<file path="src/rtl/hapc_pkg.sv">
// shared constants for the humid air property calculator
package hapc_pkg;

    localparam logic signed [14:0] T_MIN = -15'sd12800;
    localparam logic signed [14:0] T_MAX = 15'sd15360;
    localparam logic [13:0] RH_MAX = 14'd10000;

    localparam logic [20:0] P_MAX = 21'd1310720;
    localparam logic [22:0] Q_MAX = 23'd4194304;
    localparam logic [18:0] CP_MIN = 19'd257190;
    localparam logic [18:0] CP_MAX = 19'd286000;
    localparam logic [23:0] SLOPE_MAX = 24'd16777215;

    // ln(2) in q24 and its reciprocal scaled by 2^32
    localparam int LN2_Q24 = 11629080;
    localparam int LN2_RECIP = 369;
    // bias that makes the exponent argument non-negative: 7 * ln(2)
    localparam int EXP_BIAS = 7 * LN2_Q24;
    // final shift is EXP_NORM minus the biased integer part
    localparam int EXP_NORM = 13;
    localparam int EXP_TERMS = 12;
    localparam int EXP_LAT = 2 + 3 * EXP_TERMS + 1;

    // stages of the divider by a constant
    localparam int CDIV_LAT = 3;

    // floor((2^32 - 1) / k) for k = 1 .. 12
    localparam logic [31:0] EXP_RECIP [EXP_TERMS] = '{
        32'd4294967295, 32'd2147483647, 32'd1431655765, 32'd1073741823,
        32'd858993459,  32'd715827882,  32'd613566756,  32'd536870911,
        32'd477218588,  32'd429496729,  32'd390451572,  32'd357913941
    };

endpackage

</file>
<file path="src/rtl/hapc_div.sv">


module hapc_cdiv import hapc_pkg::*; #(
    parameter int NW  = 32,
    parameter int QW  = 16,
    parameter int DIV = 10
) (
    input  logic          clk,
    input  logic          en,
    input  logic [NW-1:0] num,
    output logic [QW-1:0] quo
);

    localparam int DW = $clog2(DIV + 1);
    localparam int SH = (NW > 32) ? NW - 32 : 0;
    localparam int PS = 31 + DW - SH;
    localparam logic [31:0] RCP = 32'((64'd1 << (31 + DW)) / 64'(DIV));

    logic [63:0]   prod;
    logic [QW-1:0] qe_reg;
    logic [NW-1:0] num_reg;
    logic [QW-1:0] qe2_reg;
    logic [NW-1:0] rem_reg;
    logic [QW-1:0] quo_reg;

    // reciprocal estimate from the top 32 bits is low by at most one
    assign prod = 64'(num[NW-1:SH]) * 64'(RCP);

    always_ff @(posedge clk)
    begin
        if (en)
        begin
            qe_reg  <= prod[PS +: QW];
            num_reg <= num;
            qe2_reg <= qe_reg;
            rem_reg <= num_reg - NW'(qe_reg) * NW'(DIV);
            quo_reg <= qe2_reg + QW'(rem_reg >= NW'(DIV));
        end
    end

    assign quo = quo_reg;

endmodule

</file>
<file path="config.mk">
export PLATFORM = sky130hd
export DESIGN_NAME = hapc_cdiv
export DESIGN_NICKNAME = d
export VERILOG_FILES = /design/src/rtl/hapc_pkg.sv /design/src/rtl/hapc_div.sv
export SDC_FILE = /design/constraint.sdc
export NUM_CORES = 1
export LEC_CHECK = 0
export BUFFER_PORTS_ARGS = -buffer_cell sky130_fd_sc_hd__buf_2
export CORE_UTILIZATION = 35
export DETAILED_ROUTE_END_ITERATION = 12
export GPL_ROUTABILITY_DRIVEN = 0
export MAX_ROUTING_LAYER = met4
export RECOVER_POWER = 50
export SLEW_MARGIN = 20
export SYNTH_ARGS = -nofsm -noshare
export SYNTH_HDL_FRONTEND = slang
export SYNTH_SLANG_ARGS = --single-unit
</file>
<file path="constraint.sdc">
create_clock -name clk -period 21 [get_ports clk]
set_clock_uncertainty 0.1 [all_clocks]
set_input_delay 2.1 -clock clk [delete_from_list [all_inputs] [get_ports clk]]
set_output_delay 2.1 -clock clk [all_outputs]
set_load 0.005 [all_outputs]
</file>
* After elaboration in Yosys (flattened, before gate mapping)
Index checks and enable logic that the tools add are counted.
** Cells by class
- $mul :: 2
- Equality and inequality tests :: 0
- Div/mod/pow operators :: 0
- Add/sub/neg operators :: 2
- Reductions and logical operators :: 0
- Shifts and indexed selects :: 0
- Muxes and demuxes :: 0
- Bitwise gates (word level) :: 0
- $lt $le $gt $ge :: 1
** Operators with widths (count)
- $mul 32x30->49 const B :: 1
- $ge 32x4->1 const B :: 1
- $sub 32x20->32 :: 1
- $mul 16x3->19 const B :: 1
- $add 16x1->16 :: 1
** Storage, ports and cells
- Bits in read-only memories :: 0
- Bits in latches :: 0
- Memories :: 0
- Flip-flop bits (word level) :: 112
- Output and inout bits :: 16
- RAM bits :: 0
- Input port bits :: 34

* Logic depth before layout (Yosys ltp)
- Word-level depth :: 2
- Mapped depth :: 26
- Depth with buffers taken out :: 25

* Worst setup path before layout
OpenSTA, ideal clock, no wires.
- Path type :: input to register
- Start :: input num[17]
- End :: register qe_reg[9] (data pin)
- Stages :: 24
- Buffers on the path :: 0
- Arrival :: 8.199 ns
- Setup time :: 0.258 ns
- Slack :: 12.444 ns
- Path through :: ha_1 -> inv_1 -> fa_1 -> inv_1 -> fa_1 -> inv_1 -> fa_1 -> inv_1 -> fa_1 -> fa_1 -> fa_1 -> inv_1 -> fa_1 -> inv_1 -> ha_1 -> a21o_1 -> a21o_1 -> a211oi_1 -> inv_1 -> o31a_1 -> a21o_1 -> a311o_1 -> a21oi_1 -> xnor2_1
** Between the ends
- Word-level cells in the longest chain between the ends :: 1
** Ends and longest elaborated chain
- start, declared :: line hapc_div.sv:10 : input logic [NW-1:0] num,
- $mul 32x30->49 :: line hapc_div.sv:27 : assign prod = 64'(num[NW-1:SH]) * 64'(RCP);
- named net prod[44] :: line hapc_div.sv:19 : logic [63:0] prod;
- end signal, assigned :: line hapc_div.sv:33 : qe_reg <= prod[PS +: QW];
- end, declared :: line hapc_div.sv:20 : logic [QW-1:0] qe_reg;
The timed path passes the listed nets, and every way through them passes these cells.
A chain may end at the register's enable or synchronous reset.

* Worst setup path in the final report
- Start :: input num[7]
- End :: register qe_reg[14] (data pin)
Same word-level chain as after synthesis.

==> results.txt <==
Crit path capture type: flop
Max-slew headroom: -89.1%
Syn-to-layout area delta: 6.86%
Failing checks: max-capacitance violations, max-slew violations
# hold bufs at CTS: 0
Number of global-route vias before repair: 13284
Number of synthesized flops with an enable pin: 110
Total number of vias: 11971
Largest net degree at the start of global routing: 60
Number of DRC markers in iteration 0: 650
Cell row count: 84
Routed wire length: 48.2 mm
IO Port Bufs: 49
Post-CTS Setup Bufs: 0
Fin Hold WS: 0.410 ns
TritonRoute pass-1 iters: 5
Pre-CTS setup slack: 11.47 ns
Root Buffer: clkbuf_16
Hold crit path type: flop to flop
Starting density of the core: 35.5%
Worst path required time: 21.01 ns
ANT nets after route: 0
Post-route setup slack: 11.58 ns
Synth top area cells: fa_1, ha_1, edfxtp_1
Fin crit period: 9.42 ns
Most frequent cells in the layout: inv_1, fa_1, ha_1
Clk slew on worst S/H paths: 0.08 ns
Slowest library cell on the worst path: ha_1
Top_reg_cell synth: edfxtp_1
Run status: finished, violations left
Flip-flop and latch count after synthesis: 110
Worst-Skew Late Latency: 0.37 ns
Hold Violations, Final: 0
Syn_area_per_cell: 10.9 sq um
Num CTS Buffers: 9
Worst Tran Pin Value: 2.84 ns
Final Max Tran Viols: 53
Synth Warn #: 0
Layout fillers: 5131
Drt wl/cell: 19.7 um
Setup TNS: 0 ns
Crit-path max cell delay: 0.56 ns
Grt total ovfl: 0
Post-CTS Resized: 0
Post-synth top area share: 34.3%
Syn nets: 2380
Number of max-cap violations: 1
Final setup violation count: 0
Period utilization: 44.9%
RSZ-0062 raised after global routing: no
DR vias/cell: 4.88
CTS tree: yes
Distinct cells, synth: 53
Peak Freq: 106 MHz
Crit path kind: input port to flop
CORE AREA: 52700 sq um
Mapped Area: 18700 sq um
Die W: 233 um
Sequential element share of the synthesized area: 17.7%
Die extent in y: 233 um
DIE AREA: 54300 sq um
DRC Markers: 0
Sink Count: 110
Post-detail-place hpwl: 42.3 mm
Initial antenna violation count: 1
Max Root-Sink Buffers: 2
H-tree level count: 3
Number of cells produced by synthesis: 1711
CP Max Fanout: 8
Share of async-settable or async-resettable flops after synthesis: 0%
Global-route wire length before repair: 75.9 mm
Fin nets: 2431
Commonest non-fill, non-tap cell in the layout: inv_1
Crit path top cell by count: fa_1
Synth area leader: fa_1
GRT Total Usage: 19.4%
Kind of start point of the critical path: input port
IO Pins: 50
CP arrival: 9.43 ns
Ratio of cells with drive above 1 in the final layout: 2.55%
ANT cells: 0
-- layout make-up --
type                    instances  area [sq um]  area share (%)
flip-flops and latches        110          3300            16.5
well taps                     688           861            4.31
multi-input cells            1104         13500            67.7
clock buffers                   9           225            1.13
repair buffers                 50           213            1.07
clock inverters                 4          26.3           0.132
inverters                     487          1830            9.15
-- logic make-up after synthesis --
logic type               synth area share, %
XOR/XNOR                                6.09
AO/OA/AOI/OAI                           6.15
adder cells (fa/ha/maj)                 55.4
flip-flops                              17.7
AND/OR/NAND/NOR                         4.67
buffers and inverters                   9.98
multiplexers                          0.0536
-- critical path: cells and delay by family --
family	cells	cell delay [ns]
adders and majority gates	9	4.13
AOI/OAI and AO/OA	6	1.49
buffers and inverters	5	0.68
and+or+nand+nor	3	0.74
xor gates and xnor gates	2	0.27
-- final timing paths --
path | start | to | slack (ns) | cells after the start
setup / recovery | num[7] | qe_reg[14] | 11.58 | 25
hold / removal | qe_reg[2] | qe2_reg[2] | 0.41 | 0
setup reg to reg | qe_reg[4] | rem_reg[31] | 15.92 | 19
hold reg to reg | qe_reg[2] | qe2_reg[2] | 0.41 | 0
-- Yosys cell counts (all sizes together), types with 6 or more instances --
library cell  number
inv              487
fa               320
ha               315
edfxtp           110
xnor2             69
xor2              61
nand2             41
nor2              38
a21o              37
a21oi             34
o21ai             33
nor3              13
nor4              13
o21a              12
and2              11
and3              11
a211oi            10
clkbuf            10
nand3             10
nand4             10
nor2b              7
a21boi             6
nand2b             6
or2                6
or3                6
-- per-layer routing --
metal / up-vias / share of wire (%) / GRT usage [%]
met2: 314 / 49 / 32.8
met5: - / 0 / -
met3: 115 / 4.3 / 2.00
met1: 6047 / 41 / 22.9
li1: 5495 / - / -
met4: 0 / 5.6 / 9.78
-- metrics by stage --
step	area, sq um	std cells	utilization [%]
floorplan	18700	1711	-
global placement	19800	2439	37.5
detailed placement	19800	2439	37.5
CTS	20000	2452	38.0
global route	20000	2452	37.9
finish	20000	2452	37.9
Power is not shown: default switching activity piles up to over one toggle a cycle in this logic, so the estimate is an artifact.
