File: src/rtl/hapc_div.sv
// pipelined dividers: restoring with one quotient bit per stage, and by a constant
module hapc_div #(
    parameter int NW = 32,
    parameter int DW = 16,
    parameter int QW = 16
) (
    input  logic          clk,
    input  logic          en,
    input  logic [NW-1:0] num,
    input  logic [DW-1:0] den,
    output logic [QW-1:0] quo
);

    localparam int TW = ((NW > DW + QW) ? NW : DW + QW) + 1;

    logic [NW-1:0] rem_reg [QW-1];
    logic [DW-1:0] den_reg [QW-1];
    logic [QW-1:0] quo_reg [QW];

    for (genvar i = 0; i < QW; i++)
    begin : g_stage
        logic [NW-1:0] r_in;
        logic [DW-1:0] d_in;
        logic [QW-1:0] q_in;
        logic [TW-1:0] sh;
        logic          ge;

        if (i == 0)
        begin : g_first
            assign r_in = num;
            assign d_in = den;
            assign q_in = '0;
        end
        else
        begin : g_next
            assign r_in = rem_reg[i-1];
            assign d_in = den_reg[i-1];
            assign q_in = quo_reg[i-1];
        end

        assign sh = TW'(d_in) << (QW - 1 - i);
        assign ge = TW'(r_in) >= sh;

        always_ff @(posedge clk)
        begin
            if (en)
            begin
                quo_reg[i] <= q_in | (ge ? (QW'(1) << (QW - 1 - i)) : '0);
            end
        end

        if (i < QW - 1)
        begin : g_carry
            always_ff @(posedge clk)
            begin
                if (en)
                begin
                    rem_reg[i] <= ge ? NW'(TW'(r_in) - sh) : r_in;
                    den_reg[i] <= d_in;
                end
            end
        end
    end

    assign quo = quo_reg[QW-1];

endmodule


File: config.mk
export PLATFORM = sky130hd
export DESIGN_NAME = hapc_div
export DESIGN_NICKNAME = d
export VERILOG_FILES = /design/src/rtl/hapc_div.sv
export SDC_FILE = /design/constraint.sdc
export NUM_CORES = 1
export LEC_CHECK = 0
export BUFFER_PORTS_ARGS = -buffer_cell sky130_fd_sc_hd__buf_2
export CORE_UTILIZATION = 30
export CTS_CLUSTER_SIZE = 10
export DETAILED_ROUTE_END_ITERATION = 12
export PLACE_DENSITY = 0.41
export SYNTH_ARGS = -nofsm -noshare
export SYNTH_HDL_FRONTEND = slang
export SYNTH_SLANG_ARGS = --single-unit
File: constraint.sdc
create_clock -name clk -period 8.7 [get_ports clk]
set_clock_uncertainty 0.15 [all_clocks]
set_input_delay 1.74 -clock clk [delete_from_list [all_inputs] [get_ports clk]]
set_output_delay 1.74 -clock clk [all_outputs]
set_load 0.01 [all_outputs]
======== Yosys cells after proc, flatten, opt, wreduce, memory -nomap -nowiden ========
Memories as Yosys holds them, arrays and structs flattened.
Cells that the tools add are included.
word-level totals
  bits in registers ....................... 0
  memory bits (writable) .................. 976
  output and inout port bits .............. 16
  memories ................................ 3
memory list
  memory   depth  bits a word  rd ports  clocked after Yosys merged registers in  write ports  line  text
  rem_reg  15     32           15        0                                        15           16    logic [NW-1:0] rem_reg [QW-1];
  quo_reg  16     16           16        0                                        16           18    logic [QW-1:0] quo_reg [QW];
  den_reg  15     16           15        0                                        15           17    logic [DW-1:0] den_reg [QW-1];
cells by class
  add/sub/neg operators ................... 15
  $lt $le $gt $ge ......................... 16
  multiplexer cells ....................... 33
  bitwise gates (word level) .............. 15
operators with widths
  operator                                                        count
  32-bit 2-to-1 mux                                               15
  32-bit by 16-bit greater-or-equal comparator with 1-bit output  1
  32-bit by 17-bit greater-or-equal comparator with 1-bit output  1
  32-bit by 18-bit greater-or-equal comparator with 1-bit output  1
  32-bit by 19-bit greater-or-equal comparator with 1-bit output  1
  32-bit by 20-bit greater-or-equal comparator with 1-bit output  1
  32-bit by 21-bit greater-or-equal comparator with 1-bit output  1
  32-bit by 22-bit greater-or-equal comparator with 1-bit output  1
  32-bit by 23-bit greater-or-equal comparator with 1-bit output  1
  32-bit by 24-bit greater-or-equal comparator with 1-bit output  1
  32-bit by 25-bit greater-or-equal comparator with 1-bit output  1
  32-bit by 26-bit greater-or-equal comparator with 1-bit output  1
  32-bit by 27-bit greater-or-equal comparator with 1-bit output  1
  32-bit by 28-bit greater-or-equal comparator with 1-bit output  1
  32-bit by 29-bit greater-or-equal comparator with 1-bit output  1
  32-bit by 30-bit greater-or-equal comparator with 1-bit output  1
  32-bit by 31-bit greater-or-equal comparator with 1-bit output  1
  32-bit by 17-bit subtractor with 32-bit output                  1
  32-bit by 18-bit subtractor with 32-bit output                  1
  32-bit by 19-bit subtractor with 32-bit output                  1
  32-bit by 20-bit subtractor with 32-bit output                  1
  32-bit by 21-bit subtractor with 32-bit output                  1
  32-bit by 22-bit subtractor with 32-bit output                  1
  32-bit by 23-bit subtractor with 32-bit output                  1
  other kinds (39)                                                41

======== Longest topological paths before layout ========
Gate-level depths: netlist of run 1.
An unclocked memory read counts as a cell.
  depth after elaboration ................. 4
  depth in mapped cells ................... 13
  gate-level depth less buffers ........... 13

======== Worst setup path after synthesis of run 1 ========
Ideal clock, no wire load.
  path kind ............................... in2reg
  start ................................... input port num[15]
  end ..................................... memory rem_reg[0][18] (data pin)
  library setup time ...................... 270 ps
  arrival ................................. 3700 ps
  path slack .............................. 4580 ps
  stages on the path ...................... 11
  cell sequence ........................... inv_1 ha_1 nor4b_1 nand4_1 a2111oi_0 nor2b_1 o21ai_0 a21o_1 clkbuf_1 clkbuf_1 a21oi_1
RTL lines
  item                line  text
  start: declaration  9     input logic [NW-1:0] num,
  end: declaration    16

==> results_dict.tcl, run 1 <==
set metrics [dict create \
    grt_pass1_vias 28400 \
    fmax_mhz 233 \
    period_share_pct 49.3 \
    cellLeakagePower_nw 18.5 \
    cts_made_buffers 104 \
    r2r-end "rem_reg[1][63]" \
    regToRegStartpoint "rem_reg[1][20]" \
    routedWlPerCell_um 16.7 \
    p_total_mw 14.9 \
    hold_viol 0 \
    hold_path_class "flop to flop" \
    nNetsFinal 4093 \
    cp.required_ps 8990 \
    grt_setup_unrepaired "false" \
    status "finished, final reports clean" \
    path_class "input pin to flop" \
    fin_tns_setup_ps 0 \
    wirelength_um 95900 \
    htree_levels 3 \
    gp_congestion 0.851 \
    layout-area-overhead-vs-synth_pct 13.0 \
    final_cell_area_mm2 0.0496 \
    grt_max_degree 170 \
    synth-seq-area-share_pct 58.6 \
    min_to "quo_reg[1][62]" \
    ctsLongestPathBuffers 3 \
    post_cts_resized 0 \
    clk_pin_slew_ps 50 \
    first_iter_violations 1414 \
    grt_first_pass_wirelength_um 152000 \
    die_y_um 384 \
    cts_tree "yes" \
    num_vias 27200 \
    synthTopCellsByArea "edfxtp_1 (59%), ha_1 (7.3%), xnor2_1 (3.4%)" \
    ys_ff_latch 856 \
    peakVddDrop_mv 0.159 \
    stdcell_count 5728 \
    port_buffers 65 \
    place_area_mm2 0.0466 \
    synthesis.area_mm2 0.0439 \
    drive_above_1_share_pct 8.13 \
    r2r_cells 10 \
    yosys.area.top_type "edfxtp_1" \
    pin_count 66 \
    synth_top_area_share_pct 58.6 \
    maxCapViolations 0 \
    initial_core_util_pct 30.4 \
    synth_cell_types 91 \
    synth_fp_nets 3960 \
    relSlewSlack_pct 30.0 \
    whs_ps 264 \
    antenna_found_initial 3 \
    p_per_area_mw_per_mm2 301 \
    final_common_cell "edfxtp_1" \
    synth_area_per_cell_um2 12.1 \
    async_flop_share_pct 0 \
    dr.pass1.iters 5 \
    min_from "quo_reg[1][46]" \
    startpoint_type "input pin" \
    cp-end-kind "flop" \
    cts.sinks 856 \
    root_buffer "clkbuf_16" \
    dp_cells 5569 \
    rows 139 \
    die_w_um 384 \
    hold_buffers 0 \
    holdPathStages 0 \
    largest_reg_flops 480 \
    drc 0 \
    synth_enable_flop_cells 856 \
    vias_per_cell 4.75 \
    dp_hpwl_um 70900 \
    critPathArrivalTime_ps 4580 \
    dieArea_mm2 0.148 \
    core_area_mm2 0.144 \
    worstPathMaxFanout 31 \
    cts_setup_buffers 0 \
    grt_overflow_total 0 \
    fin_crit_ps 4290 \
    ant_nets 0 \
    layout_common_cells "edfxtp_1 (856), inv_1 (331), ha_1 (256), nor2_1 (249), nand2_1 (242)" \
    yosysWarnings 0 \
    insertion_delay_ps 710 \
    synth_flop_cell "edfxtp_1" \
    syn_inst 3639 \
    r2r_slack_ps 4660 \
    grtUsageTotal_pct 13.0 \
    setup_viol 0 \
    worst_pin_slew_ps 1050 \
    slew_viol_final 0 \
]
## cell type report
class,count,area [µm²]
Clock buffer,126,2690
Inverter,333,1250
Timing Repair Buffer,87,551
Sequential cell,856,25700
Fill cell,14300,94800
Antenna cell,1,2.50
Multi-Input combinational cell,2390,16700
Tap cell,1903,2380
Clock inverter,32,288
## stage by stage
step | utilization [%] | setup WS, ps
final | 34.3 | 4410
after global routing | 34.3 | 4050
after CTS | 34.3 | 4420
after detailed placement | 32.3 | 3640
after global placement | 32.3 | 3620
after floorplan | - | 4580
## synthesized netlist by cell type (17+ instances only)
cell	number
nand3_1	64
nor3_1	58
inv_1	331
or3_1	27
nand4_1	48
xor2_1	123
ha_1	256
a31oi_1	22
a21o_1	94
clkbuf_1	41
a211oi_1	22
nand2b_1	38
a21oi_1	231
xnor2_1	170
nor4_1	55
o21a_1	54
mux2_2	49
nand2_1	242
o31ai_1	19
nor2b_1	42
o31a_1	17
edfxtp_1	856
o21ai_0	217
o21bai_1	21
nor2_1	250
## critical path: stages
cell       delay (ps)
buf_2              90
inv_1              40
ha_1              290
nor4b_1           220
nand4_1           170
a2111oi_0         570
nor2b_1           100
o21ai_0           120
a21o_1            810
mux2_2            410
## cells by family (layout without fill, tap and decap cells)
kind of cell,Yosys count,after routing,share of synthesized area [%]
mux,53,53,1.35
flops,856,856,58.6
buf+inv,393,578,3.41
xor+xnor,293,293,5.85
other cells,0,1,0
fa+ha+maj,271,271,7.99
compound gates,826,826,12.0
simple gates,947,947,10.8
## per-layer routing
metal,vias to the layer above,part of all wire [%],global-route usage (%)
met5,-,0.010,0
met4,2,3.8,5.32
met3,204,2.9,2.30
met2,337,56,26.2
met1,13000,38,12.8
li1,13700,-,-
## power by group
| part | leakage [nW] | internal (mW) | switching (mW) |
|---|---|---|---|
| clock network | 1.45 | 2.24 | 1.65 |
| logic | 8.84 | 2.10 | 2.71 |
| registers | 8.24 | 5.70 | 0.532 |
## worst max-delay path by stage
stage	startpoint	endpoint	slack [ps]
2_1_floorplan	num[15]	rem_reg[0][18]	4580
3_3_place_gp	num[15]	rem_reg[0][25]	3620
3_5_place_dp	num[15]	rem_reg[0][25]	3640
4_1_cts	num[15]	rem_reg[0][25]	4420
5_1_grt	num[15]	rem_reg[0][25]	4050
6_report	num[15]	rem_reg[0][25]	4410
No activity file was read; power rests on OpenSTA's default activity.
==> run 2: changes to the inputs <==
Clock period 8.7 ns to 4.1 ns, I/O delays scaled along.
==> results_dict.tcl, run 2 (same netlist as run 1, synthesis figures left out) <==
set metrics [dict create \
    largest_reg_flops 480 \
    ant_nets 0 \
    period_share_pct 91.9 \
    cts_tree "yes" \
    cts.sinks 856 \
    fin_tns_setup_ps 0 \
    grt_first_pass_wirelength_um 155000 \
    dr_wl_met3_um 2440 \
    cell_internal_pwr_mw 21.2 \
    startpoint_type "flop" \
    ctsLongestPathBuffers 3 \
    grtUsageTotal_pct 13.3 \
    path_buf_inv 2 \
    cts_setup_buffers 0 \
    cp_top_family "simple AND/OR/NAND/NOR gates" \
    grt_setup_unrepaired "false" \
    die_y_um 384 \
    switching_power_mw 10.5 \
    hold_buffers 0 \
    core_area_mm2 0.144 \
    grt_overflow_total 0 \
    num_vias 27400 \
    gp_congestion 0.858 \
    die_w_um 384 \
    pwr-share-comb_pct 32.6 \
    pin_count 66 \
    path_class "flop to flop" \
    cp.required_ps 4390 \
    port_buffers 65 \
    grt_max_degree 149 \
    antenna_found_initial 0 \
    diodes 0 \
    post_cts_resized 0 \
    slew_viol_final 0 \
    fmax_mhz 265 \
    worst_pin_slew_ps 836 \
    maxCapViolations 0 \
    cp-end-kind "flop" \
    critPathSlowestCell "nor4_1" \
    drive_above_1_share_pct 9.15 \
    worstPathMaxFanout 29 \
    top_layer_used "met4" \
    status "finished, final reports clean" \
    dp_hpwl_um 73400 \
    drt-met1-wl_um 36400 \
    peakVddDrop_mv 0.333 \
    sw_frac_of_total_pct 33.1 \
    worstPathCellList "ha_1, nand3_1, nor4_1, nand3_2, a2111oi_2, buf_4, o311ai_0, nand3b_1, buf_12, mux2_2" \
    dp_cells 5613 \
    htree_levels 3 \
    relSlewSlack_pct 44.2 \
    stdcell_count 5772 \
    slowest_delay_ps 490 \
    cellLeakagePower_nw 18.8 \
    hold_path_class "input pin to flop" \
    sequentialPowerShare_pct 41.7 \
    nNetsFinal 4136 \
    routedWlPerCell_um 16.9 \
    drc 0 \
    fin_crit_ps 3770 \
    setup_viol 0 \
    pwr-share-clk_pct 25.7 \
    root_buffer "clkbuf_16" \
    cts_made_buffers 103 \
    layout_common_cells "edfxtp_1 (856), inv_1 (331), ha_1 (256), nor2_1 (249), nand2_1 (242)" \
    wirelength_um 97600 \
    vias_per_cell 4.76 \
    clk_pin_slew_ps 60 \
    hold_viol 0 \
    r2r_slack_ps 330 \
    dieArea_mm2 0.148 \
    dr.pass1.iters 5 \
    final_common_cell "edfxtp_1" \
    first_iter_violations 1497 \
    insertion_delay_ps 720 \
    p_per_area_mw_per_mm2 635 \
    nFillCells 14300 \
    layout-area-overhead-vs-synth_pct 13.9 \
    critPathArrivalTime_ps 4060 \
    wl_met2_um 54500 \
    initial_core_util_pct 30.4 \
    grt_pass1_vias 28800 \
    rows 139 \
]
[run 2: worst reg2reg max path: stages, from the launching register on]
cell and delay, ps:
edfxtp_1 390, ha_1 390, nand3_1 180, nor4_1 490, nand3_2 270, a2111oi_2 470, buf_4 180, o311ai_0 180
nand3b_1 200, buf_12 190, mux2_2 390
[run 2: per-layer routing]
layer / vias to the layer above / global-route usage (%)
met4: 0 / 6.00
met3: 208 / 2.10
met2: 345 / 26.7
met1: 13100 / 13.1
met5: - / 0
li1: 13800 / -
[run 2: cell type report]
type / instances / area (µm²) / area share (%)
Clock buffer: 132 / 2690 / 5.38
Clock inverter: 27 / 265 / 0.531
Inverter: 333 / 1250 / 2.50
Multi-Input combinational cell: 2390 / 16700 / 33.4
Sequential cell: 856 / 25700 / 51.4
Tap cell: 1903 / 2380 / 4.76
Timing Repair Buffer: 131 / 981 / 1.96
[run 2: stage by stage]
stage | hold WS (ps) | util, % | worst slack (ps) | total power [mW] | area (µm²)
2_1_floorplan | 250 | - | 900 | 20.8 | 43900
3_3_place_gp | 250 | 32.6 | 65.8 | 23.8 | 47000
3_5_place_dp | 255 | 32.6 | 92.8 | 23.8 | 47000
4_1_cts | 72.2 | 34.6 | 25.8 | 32.2 | 50000
5_1_grt | 89.5 | 34.6 | 11.3 | 33.9 | 50000
6_report | 148 | 34.6 | 333 | 31.7 | 50000
[run 2: worst paths after layout]
path | cells after the start | start | endpoint
max reg2reg | 10 | rem_reg[0][110] | rem_reg[0][154]
max | 10 | rem_reg[0][110] | rem_reg[0][154]
min reg2reg | 0 | quo_reg[1][45] | quo_reg[1][61]
min | 1 | num[10] | rem_reg[0][10]
[run 2: power groups by stage]
stage	clock network (mW)	registers [mW]	logic [mW]
after global routing	8.82	13.4	11.7
after floorplan	0	12.9	7.87
after CTS	8.52	13.3	10.5
final	8.16	13.2	10.4
after detailed placement	0	13.4	10.4
after global placement	0	13.4	10.4
